===== config.mk =====
export PLATFORM = sky130hd
export DESIGN_NAME = elevator_collective_controller_core
export DESIGN_NICKNAME = d
export VERILOG_FILES = /design/src/sv/elcc_pkg.sv /design/src/sv/elcc_step.sv /design/src/sv/elevator_collective_controller_core.sv
export SDC_FILE = /design/constraint.sdc
export NUM_CORES = 1
export LEC_CHECK = 0
export ABC_AREA = 1
export BUFFER_PORTS_ARGS = -buffer_cell sky130_fd_sc_hd__buf_2
export CAP_MARGIN = 20
export CORE_ASPECT_RATIO = 1.5
export CORE_MARGIN = 10
export CORE_UTILIZATION = 40
export DETAILED_ROUTE_END_ITERATION = 7
export SLEW_MARGIN = 20
export SYNTH_ARGS = -nofsm -noshare
export SYNTH_HDL_FRONTEND = slang
export SYNTH_SLANG_ARGS = --single-unit

===== constraint.sdc =====
create_clock -name clk -period 8.4 [get_ports clk]
set_input_delay 1.68 -clock clk [delete_from_list [all_inputs] [get_ports clk]]
set_output_delay 1.68 -clock clk [all_outputs]
set_load 0.02 [all_outputs]

===== src/sv/elcc_pkg.sv =====
package elcc_pkg;

  localparam int FLOOR_COUNT = 5;
  localparam int FLOOR_W     = 3;
  localparam int TICK_W      = 8;
  localparam int PEND_W      = 3;
  localparam int ADDR_W      = 3;
  localparam int DATA_W      = 32;

  localparam logic [TICK_W-1:0] MOVE_TICKS_RST  = 8'd5;
  localparam logic [TICK_W-1:0] DWELL_TICKS_RST = 8'd10;

  // Register index, taken from the word address bit.
  localparam logic REG_MOVE_TICKS  = 1'b0;
  localparam logic REG_DWELL_TICKS = 1'b1;

  typedef logic [FLOOR_COUNT-1:0] floor_mask_t;

  typedef enum logic [1:0] {
    MODE_IDLE    = 2'd0,
    MODE_MOVING  = 2'd1,
    MODE_STOPPED = 2'd2
  } mode_t;

  typedef struct packed {
    floor_mask_t         hall_calls;
    floor_mask_t         car_calls;
    logic [FLOOR_W-1:0]  floor_now;
    logic                dir_down;
    mode_t               mode_now;
    logic [TICK_W-1:0]   tick_count;
  } ctrl_state_t;

  typedef struct packed {
    logic [TICK_W-1:0] move_ticks;
    logic [TICK_W-1:0] dwell_ticks;
  } cfg_t;

  typedef struct packed {
    logic [FLOOR_W-1:0] car_floor;
    logic               going_down;
    logic [1:0]         car_mode;
    logic               arrived;
    logic [PEND_W-1:0]  hall_pending;
    logic [PEND_W-1:0]  car_pending;
  } result_t;

  // One-hot floor select; floors outside 1..FLOOR_COUNT give an empty mask.
  function automatic floor_mask_t floor_bit(input logic [FLOOR_W-1:0] f);
    floor_mask_t m;
    m = '0;
    for (int i = 0; i < FLOOR_COUNT; i++) begin
      m[i] = (f == FLOOR_W'(i + 1));
    end
    return m;
  endfunction

  function automatic logic [PEND_W-1:0] count_calls(input floor_mask_t m);
    logic [PEND_W-1:0] n;
    n = '0;
    for (int i = 0; i < FLOOR_COUNT; i++) begin
      n = n + PEND_W'(m[i]);
    end
    return n;
  endfunction

endpackage


===== src/sv/elcc_step.sv =====
module elcc_step (
  input  elcc_pkg::ctrl_state_t            cur,
  input  elcc_pkg::cfg_t                   cfg,
  input  logic                             req_type,
  input  logic [elcc_pkg::FLOOR_W-1:0]     hall_floor,
  input  logic [elcc_pkg::FLOOR_W-1:0]     boarding_dest,
  output elcc_pkg::ctrl_state_t            nxt,
  output logic                             arrived
);

  elcc_pkg::floor_mask_t        cbit;
  elcc_pkg::floor_mask_t        hall_rec;
  elcc_pkg::floor_mask_t        calls;
  elcc_pkg::floor_mask_t        stop_bit;
  logic                         above;
  logic                         below;
  logic                         dir_new;
  logic [elcc_pkg::TICK_W-1:0]  tick_inc;
  logic [elcc_pkg::FLOOR_W-1:0] floor_step;

  assign cbit     = req_type ? elcc_pkg::floor_bit(hall_floor) : '0;
  assign tick_inc = cur.tick_count + 1'b1;

  // Calls seen by the sweep decision: a call in this word is recorded first,
  // except in the stopped mode, where the decision is only taken on a tick.
  always_comb begin
    hall_rec = cur.hall_calls;
    if (cur.mode_now != elcc_pkg::MODE_STOPPED) begin
      hall_rec = cur.hall_calls | cbit;
    end
    calls = hall_rec | cur.car_calls;
  end

  always_comb begin
    above = 1'b0;
    below = 1'b0;
    for (int i = 0; i < elcc_pkg::FLOOR_COUNT; i++) begin
      above = above | (calls[i] && (elcc_pkg::FLOOR_W'(i + 1) > cur.floor_now));
      below = below | (calls[i] && (elcc_pkg::FLOOR_W'(i + 1) < cur.floor_now));
    end
  end

  // Sweep rule: turn at the end floors, else keep going while calls lie ahead.
  always_comb begin
    priority if (cur.floor_now <= elcc_pkg::FLOOR_W'(1) && cur.dir_down) begin
      dir_new = 1'b0;
    end else if (cur.floor_now >= elcc_pkg::FLOOR_W'(elcc_pkg::FLOOR_COUNT)
                 && !cur.dir_down) begin
      dir_new = 1'b1;
    end else if (!cur.dir_down) begin
      dir_new = !above;
    end else begin
      dir_new = below;
    end
  end

  always_comb begin
    floor_step = cur.floor_now;
    if (dir_new) begin
      if (cur.floor_now > elcc_pkg::FLOOR_W'(1)) begin
        floor_step = cur.floor_now - 1'b1;
      end
    end else if (cur.floor_now < elcc_pkg::FLOOR_W'(elcc_pkg::FLOOR_COUNT)) begin
      floor_step = cur.floor_now + 1'b1;
    end
  end

  assign stop_bit = elcc_pkg::floor_bit(floor_step);

  always_comb begin
    nxt     = cur;
    arrived = 1'b0;
    unique case (cur.mode_now)
      elcc_pkg::MODE_MOVING: begin
        nxt.hall_calls = hall_rec;
        nxt.tick_count = tick_inc;
        if (tick_inc == cfg.move_ticks) begin
          nxt.tick_count = '0;
          nxt.dir_down   = dir_new;
          nxt.floor_now  = floor_step;
          if ((calls & stop_bit) != '0) begin
            // Serve the floor: drop its calls, a boarding passenger adds a car call.
            arrived       = 1'b1;
            nxt.mode_now  = elcc_pkg::MODE_STOPPED;
            nxt.car_calls = cur.car_calls & ~stop_bit;
            if ((hall_rec & stop_bit) != '0) begin
              nxt.hall_calls = hall_rec & ~stop_bit;
              nxt.car_calls  = (cur.car_calls & ~stop_bit)
                               | elcc_pkg::floor_bit(boarding_dest);
            end
          end
        end
      end
      elcc_pkg::MODE_STOPPED: begin
        if (req_type) begin
          if (hall_floor != cur.floor_now) begin
            nxt.hall_calls = cur.hall_calls | cbit;
          end
        end else if (cur.tick_count == cfg.dwell_ticks) begin
          nxt.dir_down   = dir_new;
          nxt.mode_now   = (calls != '0) ? elcc_pkg::MODE_MOVING : elcc_pkg::MODE_IDLE;
          nxt.tick_count = '0;
        end else begin
          nxt.tick_count = tick_inc;
        end
      end
      default: begin
        nxt.mode_now = elcc_pkg::MODE_IDLE;
        if (cbit != '0 && hall_floor != cur.floor_now) begin
          nxt.hall_calls = hall_rec;
          nxt.dir_down   = dir_new;
          nxt.mode_now   = elcc_pkg::MODE_MOVING;
          nxt.tick_count = '0;
        end
      end
    endcase
  end

endmodule


===== src/sv/elevator_collective_controller_core.sv =====
// Collective (sweep) controller for a five-floor lift car.
// Input channel: one word per event (in_valid / in_stall). req_type 0 is a
// time tick, 1 a hall call at hall_floor; boarding_dest names the floor that
// a passenger boarding at this step will travel to.
// Output channel: one result word per input word (out_valid / out_stall),
// carrying car position, direction, mode, an arrival flag and call counts.
// The result of a word is registered in the output register, or in the skid
// register while the receiver stalls, as the word is accepted. Throughput: one
// word per cycle while in_stall is low; the next-state logic is a single pass
// over the 5-bit call masks between the state registers. When the receiver
// stalls, the output register holds its word and a skid register takes one
// more; in_stall rises only while the skid is full. Reset: no calls, car at
// floor 1 heading up, idle, move_ticks 5, dwell_ticks 10, both channels empty.
// Configuration: APB, move_ticks at 0x0 and dwell_ticks at 0x4 (low 8 bits).
// Write the registers only while no word is in flight.
module elevator_collective_controller_core (
  input  logic                                clk,
  input  logic                                rst,
  input  logic                                in_valid,
  output logic                                in_stall,
  input  logic                                req_type,
  input  logic [elcc_pkg::FLOOR_W-1:0]        hall_floor,
  input  logic [elcc_pkg::FLOOR_W-1:0]        boarding_dest,
  output logic                                out_valid,
  input  logic                                out_stall,
  output logic [elcc_pkg::FLOOR_W-1:0]        car_floor,
  output logic                                going_down,
  output logic [1:0]                          car_mode,
  output logic                                arrived,
  output logic [elcc_pkg::PEND_W-1:0]         hall_pending,
  output logic [elcc_pkg::PEND_W-1:0]         car_pending,
  input  logic                                psel,
  input  logic                                penable,
  input  logic                                pwrite,
  input  logic [elcc_pkg::ADDR_W-1:0]         paddr,
  input  logic [elcc_pkg::DATA_W-1:0]         pwdata,
  output logic [elcc_pkg::DATA_W-1:0]         prdata,
  output logic                                pready
);

  elcc_pkg::cfg_t        cfg;
  elcc_pkg::ctrl_state_t state;
  elcc_pkg::ctrl_state_t state_next;
  logic                  step_arrived;
  elcc_pkg::result_t     res_next;
  elcc_pkg::result_t     out_res;
  elcc_pkg::result_t     skid_res;
  logic                  skid_valid;
  logic                  in_acc;
  logic                  out_free;
  logic                  cfg_wr;

  // ---- configuration port ----
  assign pready = 1'b1;
  assign cfg_wr = psel && penable && pwrite;

  always_ff @(posedge clk) begin
    if (rst) begin
      cfg.move_ticks  <= elcc_pkg::MOVE_TICKS_RST;
      cfg.dwell_ticks <= elcc_pkg::DWELL_TICKS_RST;
    end else if (cfg_wr) begin
      unique case (paddr[2])
        elcc_pkg::REG_MOVE_TICKS:  cfg.move_ticks  <= pwdata[elcc_pkg::TICK_W-1:0];
        elcc_pkg::REG_DWELL_TICKS: cfg.dwell_ticks <= pwdata[elcc_pkg::TICK_W-1:0];
        default: ;
      endcase
    end
  end

  always_comb begin
    prdata = '0;
    unique case (paddr[2])
      elcc_pkg::REG_MOVE_TICKS:  prdata[elcc_pkg::TICK_W-1:0] = cfg.move_ticks;
      elcc_pkg::REG_DWELL_TICKS: prdata[elcc_pkg::TICK_W-1:0] = cfg.dwell_ticks;
      default: ;
    endcase
  end

  // ---- handshake ----
  // Accept while the skid is empty; the skid drains into the output register.
  assign in_stall = skid_valid;
  assign in_acc   = in_valid && !skid_valid;
  assign out_free = !out_valid || !out_stall;

  // ---- controller state ----
  elcc_step u_step (
    .cur           (state),
    .cfg           (cfg),
    .req_type      (req_type),
    .hall_floor    (hall_floor),
    .boarding_dest (boarding_dest),
    .nxt           (state_next),
    .arrived       (step_arrived)
  );

  always_ff @(posedge clk) begin
    if (rst) begin
      state.hall_calls <= '0;
      state.car_calls  <= '0;
      state.floor_now  <= elcc_pkg::FLOOR_W'(1);
      state.dir_down   <= 1'b0;
      state.mode_now   <= elcc_pkg::MODE_IDLE;
      state.tick_count <= '0;
    end else if (in_acc) begin
      state <= state_next;
    end
  end

  // Result word for the state just computed.
  always_comb begin
    res_next.car_floor    = state_next.floor_now;
    res_next.going_down   = state_next.dir_down;
    res_next.car_mode     = state_next.mode_now;
    res_next.arrived      = step_arrived;
    res_next.hall_pending = elcc_pkg::count_calls(state_next.hall_calls);
    res_next.car_pending  = elcc_pkg::count_calls(state_next.car_calls);
  end

  // ---- output register and skid ----
  always_ff @(posedge clk) begin
    if (rst) begin
      out_valid  <= 1'b0;
      skid_valid <= 1'b0;
    end else if (out_free) begin
      out_valid  <= skid_valid || in_acc;
      skid_valid <= 1'b0;
    end else if (in_acc) begin
      skid_valid <= 1'b1;
    end
  end

  always_ff @(posedge clk) begin
    if (out_free) begin
      out_res <= skid_valid ? skid_res : res_next;
    end else if (in_acc) begin
      skid_res <= res_next;
    end
  end

  assign car_floor    = out_res.car_floor;
  assign going_down   = out_res.going_down;
  assign car_mode     = out_res.car_mode;
  assign arrived      = out_res.arrived;
  assign hall_pending = out_res.hall_pending;
  assign car_pending  = out_res.car_pending;

endmodule


==> Word level (Yosys, flattened, before mapping) <==
Index checks and enable logic that the tools add are counted.
{ "word_totals": {"ff_bits": 68, "inputBits": 49, "out_inout_bits": 48, "word_cells": 148} }
{ "classes": {"addsub": 11, "magnitude_cmp": 14, "eq_ne": 22, "mux": 28, "n_bitwise": 18, "reduce_logical": 33} }
{ "op_table": {"columns": ["op", "n"], "rows": [
  ["two-way mux 5 bit", 5],
  ["two-way mux 24 bit", 1],
  ["two-way mux 11 bit", 2],
  ["one-hot mux 11 bit (2 select lines)", 1],
  ["AND 5 bit", 4],
  ["two-way mux 10 bit", 2],
  ["nonzero test 5 bit", 4],
  ["equality test 3 x 2 -> 1 bit, second input constant", 6],
  ["equality test 3 bit, second input constant", 6],
  ["equality test 8 bit", 2],
  ["logical AND 1 bit", 16],
  ["two-way mux 8 bit", 2],
  ["one-hot mux 8 bit (2 select lines)", 1],
  ["OR 5 bit", 3],
  ["two-way mux 13 bit", 1],
  ["adder 3 x 1 -> 3 bit", 4],
  ["two-way mux 3 bit", 4],
  ["one-hot mux 5 bit (2 select lines)", 1],
  ["equality test 3 x 1 -> 1 bit, second input constant", 3],
  ["adder 8 x 1 -> 8 bit, second input constant", 1],
  ["OR 1 bit", 8],
  ["two-way mux 1 bit", 7],
  ["adder 2 x 1 -> 3 bit", 2],
  ["greater-than comparator 2 x 3 -> 1 bit, first input constant", 2],
  ["other kinds (25)", 38]
]} }

==> Logic depth before layout (Yosys ltp) <==
{ "depth": {"word_depth": 28, "ltp_mapped": 29, "ltp_nobuf": 28} }

==> By module <==
Synthesis repeated with hierarchy kept, for this count alone.
{ "hier_totals": {"hier_cells": 675, "hier_area_um2": 4732.0} }
{ "by_module_without_submodules": {"columns": ["module", "n_inst", "cells_per_inst", "area_per_inst_um2", "seq_area_each_um2"], "rows": [
  ["elevator_collective_controller_core", 1, 340, 2937.8, 1621.6],
  ["elcc_step", 1, 335, 1794.2, 0.0]
]} }

==> Worst setup path before layout <==
OpenSTA, ideal clock, no wires.
{ "synth_path": {"path_kind": "input port to flip-flop", "startpoint": "input req_type", "endpoint": "register out_res (netlist bit car_pending[1]) (data pin)", "setup_time_ns": 0.253, "t_arrival_ns": 4.676, "required_time_ns": 8.147, "slack_ns": 3.471, "cell_stages": 25, "n_path_buf": 0, "cell_sequence": "inv_1 nor2_4 nand3_2 nand2_4 nor2_4 nand3_2 o21ai_2 nand2_4 nand2_4 nand2_4 nand2_8 nand2_2 nor2_4 nand2_4 nand2_4 nor2_4 nor2_8 nand3_2 and2_1 fa_1 inv_1 fa_1 ha_1 nand2_1 nand2_1"} }
{ "synth_lines": {"columns": ["element", "line_no", "source"], "rows": [
  ["start: declaration", "elevator_collective_controller_core.sv:21", "input logic req_type,"],
  ["end signal: assignment", "elevator_collective_controller_core.sv:134", "out_res <= skid_valid ? skid_res : res_next;"],
  ["end: declaration", "elevator_collective_controller_core.sv:46", "elcc_pkg::result_t out_res;"]
]} }

==> flow_summary.yaml <==
sta:
  whs_ps: 494
  tightest_slew_ps: 729
  fin_crit_ps: 5130
  skew_ps: 8.67
  max_freq_ghz: 0.195
  hold_violations: 0
  setup_viol: 0
  drv_slew: 0
  slew_headroom_pct: 51.2
  fin_setup_tns_ps: 0
  rsz0062_at_grt: "false"
  fin_crit_sh_pct: 61.0
logic_synthesis:
  ys_seq_area_share_pct: 34.6
  ys_seq_elements: 68
  avgSynthCellArea_um2: 7.63
  yosysMostFrequentCell: "nand2_1"
  synth_top_cells_by_area: "dfxtp_1, edfxtp_1, nand2_1"
  yosys.area.top_type: "dfxtp_1"
  synth_edf_count: 26
  syn_inst: 614
  synth_top_area_share_pct: 17.9
  synth_commonest_cells: "nand2_1, inv_1, nor2_1, o21ai_0, dfxtp_1"
  synth_warnings: 0
  synth.distinct_cells: 56
  ys.flop_type: "dfxtp_1"
  synth_area_mm2: 0.00469
  synthArstFlopShare_pct: 0
pwr:
  ir_drop_mv: 0.113
  p_leak_nw: 2.48
  p_sw_uw: 354
  p_seq_share_pct: 34.9
  switching_share_pct: 31.9
  pwr-share-clk_pct: 39.6
  p_per_area_mw_per_mm2: 211
  comb_power_share_pct: 25.5
  intPower_uw: 758
  finalPower_mw: 1.11
floorplanning:
  die_width_um: 108
  rows: 48
  ios: 97
  die_area_mm2: 0.0165
  die_y_um: 153
  coreArea_mm2: 0.0115
  initial_utilization_pct: 40.9
final_layout:
  nets: 714
  drive_gt1_share_pct: 20.1
  syn2layout_area_growth_pct: 12.6
  area.sequential_mm2: 0.00162
  finish.utilization_pct: 46.0
  multi_input_area_mm2: 0.00258
  nFillCells: 1183
global_routing:
  gr-usage-all-layers_pct: 14.1
  grt_max_degree: 25
  antenna_found_initial: 0
  grt_pass1_wl_um: 18800
  grt_pass1_vias: 4038
  gr-total-overflow: 0
clock_tree:
  cts_setup_buffers: 0
  cts.htree.levels: 3
  tritoncts: "done"
  clk_pin_slew_ps: 60
  ctsResizeCount: 0
  cts_buffers: 9
  cts-root-buf: "clkbuf_16"
  clockBufferDepth: 2
  clkLatencyLatePin_ps: 340
  hold_buffers: 0
  cts_sinks: 68
drt:
  first_iter_violations: 195
  wirelength_um: 11200
  num_vias: 3900
  routedWlPerCell_um: 13.9
  ant_nets: 0
  dr.pass1.iters: 4
  drc: 0
  vias_per_cell: 4.83
critical_path:
  critPathKind: "input port to register"
  cp-start-kind: "input port"
  worstPathArrival_ps: 5230
  cp_max_fo: 7
  critPathCaptureType: "register"
  required_ps: 8500
job:
  maxCapViolCount: 0
worst_hold_path:
  hp-class: "register to register"
run_status:
  status: "finished, final reports clean"
place:
  portBuffers: 45
  routabilityCongestion: 0.881
  hpwl_um: 9040
-- stage by stage --
step,instance area [µm²],worst slack (ps),cells
3_5_place_dp,4920,2900,790
5_1_grt,5270,3020,806
3_3_place_gp,4920,2930,790
2_1_floorplan,4770,3470,637
6_report,5280,3270,807
4_1_cts,5270,3260,806
-- layout make-up --
class                           instances  share of cell area, %
Antenna cell                            1                 0.0474
Multi-Input combinational cell        446                   48.8
Clock buffer                            9                   4.27
Tap cell                              150                   3.56
Sequential cell                        68                   30.7
Clock inverter                          7                   2.35
Inverter                               80                   5.81
Timing Repair Buffer                   46                   4.41
-- worst max-delay path, stage by stage --
cell	delay, ps
buf_2	140
inv_1	120
nor2_4	60
nand3_2	90
nand2_4	80
nor2_4	140
o21ai_4	70
o21ai_4	250
nand2_4	150
nand2_4	110
nand2_8	70
inv_6	80
nand4_1	160
nand3_2	170
nor2_4	70
nor2_8	140
nand3_2	110
and2_1	160
fa_1	470
inv_1	50
fa_1	420
ha_1	290
nand2_1	70
nand2_1	50
-- power by group through the flow --
stage / Clock (mW) / Sequential (mW) / Combinational, mW
after detailed placement: 0 / 0.395 / 0.284
final: 0.440 / 0.388 / 0.284
after global placement: 0 / 0.395 / 0.278
after CTS: 0.448 / 0.388 / 0.285
after floorplan: 0 / 0.410 / 0.207
after global routing: 0.463 / 0.391 / 0.314
-- final timing paths --
path | startpoint | end | slack, ps | depth (start not counted)
worst min-delay path | cfg[11]$_SDFFE_PP0P_ | cfg[11]$_SDFFE_PP0P_ | 490 | 2
worst min register to register | cfg[11]$_SDFFE_PP0P_ | cfg[11]$_SDFFE_PP0P_ | 490 | 2
worst max-delay path | req_type | car_pending[1]$_DFFE_PN_ | 3270 | 24
worst max register to register | state[2]$_SDFFE_PP0P_ | car_pending[1]$_DFFE_PN_ | 3590 | 19
-- cells in the final DEF, fill, tap and decap left out, types with 10 or more instances in the layout --
cell | synthesis | final
ha_1 | 10 | 10
buf_2 | 3 | 45
nand3_2 | 16 | 16
xnor2_1 | 12 | 12
edfxtp_1 | 26 | 26
o21ai_0 | 50 | 50
conb_1 | 2 | 25
dfxtp_1 | 42 | 42
a21oi_1 | 33 | 33
nand2_2 | 13 | 13
nand3_1 | 21 | 21
inv_1 | 74 | 74
nand2_1 | 134 | 134
nor2_1 | 50 | 49
-- kinds of logic after synthesis --
| logic type | synth area share, % |
|---|---|
| AND/OR/NAND/NOR | 30.1 |
| flip-flops | 34.6 |
| other | 0.160 |
| adder cells (fa/ha/maj) | 4.38 |
| AO/OA/AOI/OAI | 14.9 |
| XOR/XNOR | 3.55 |
| buffers and inverters | 12.3 |
-- sequential cells by signal (all words and copies together), names as in the netlist --
name and flops:
in_stall 1, cfg 16, hall_pending 3, out_valid 1, skid_res 13, car_floor 3, state 24, car_pending 3
car_mode 2, going_down 1, arrived 1
-- per-layer routing --
metal | part of all wire, % | GRT usage, %
met3 | 5.2 | 4.15
met2 | 53 | 25.6
met4 | 3.5 | 7.37
met1 | 38 | 13.7
met5 | 0 | 0
(Power assumes the default switching activity.)
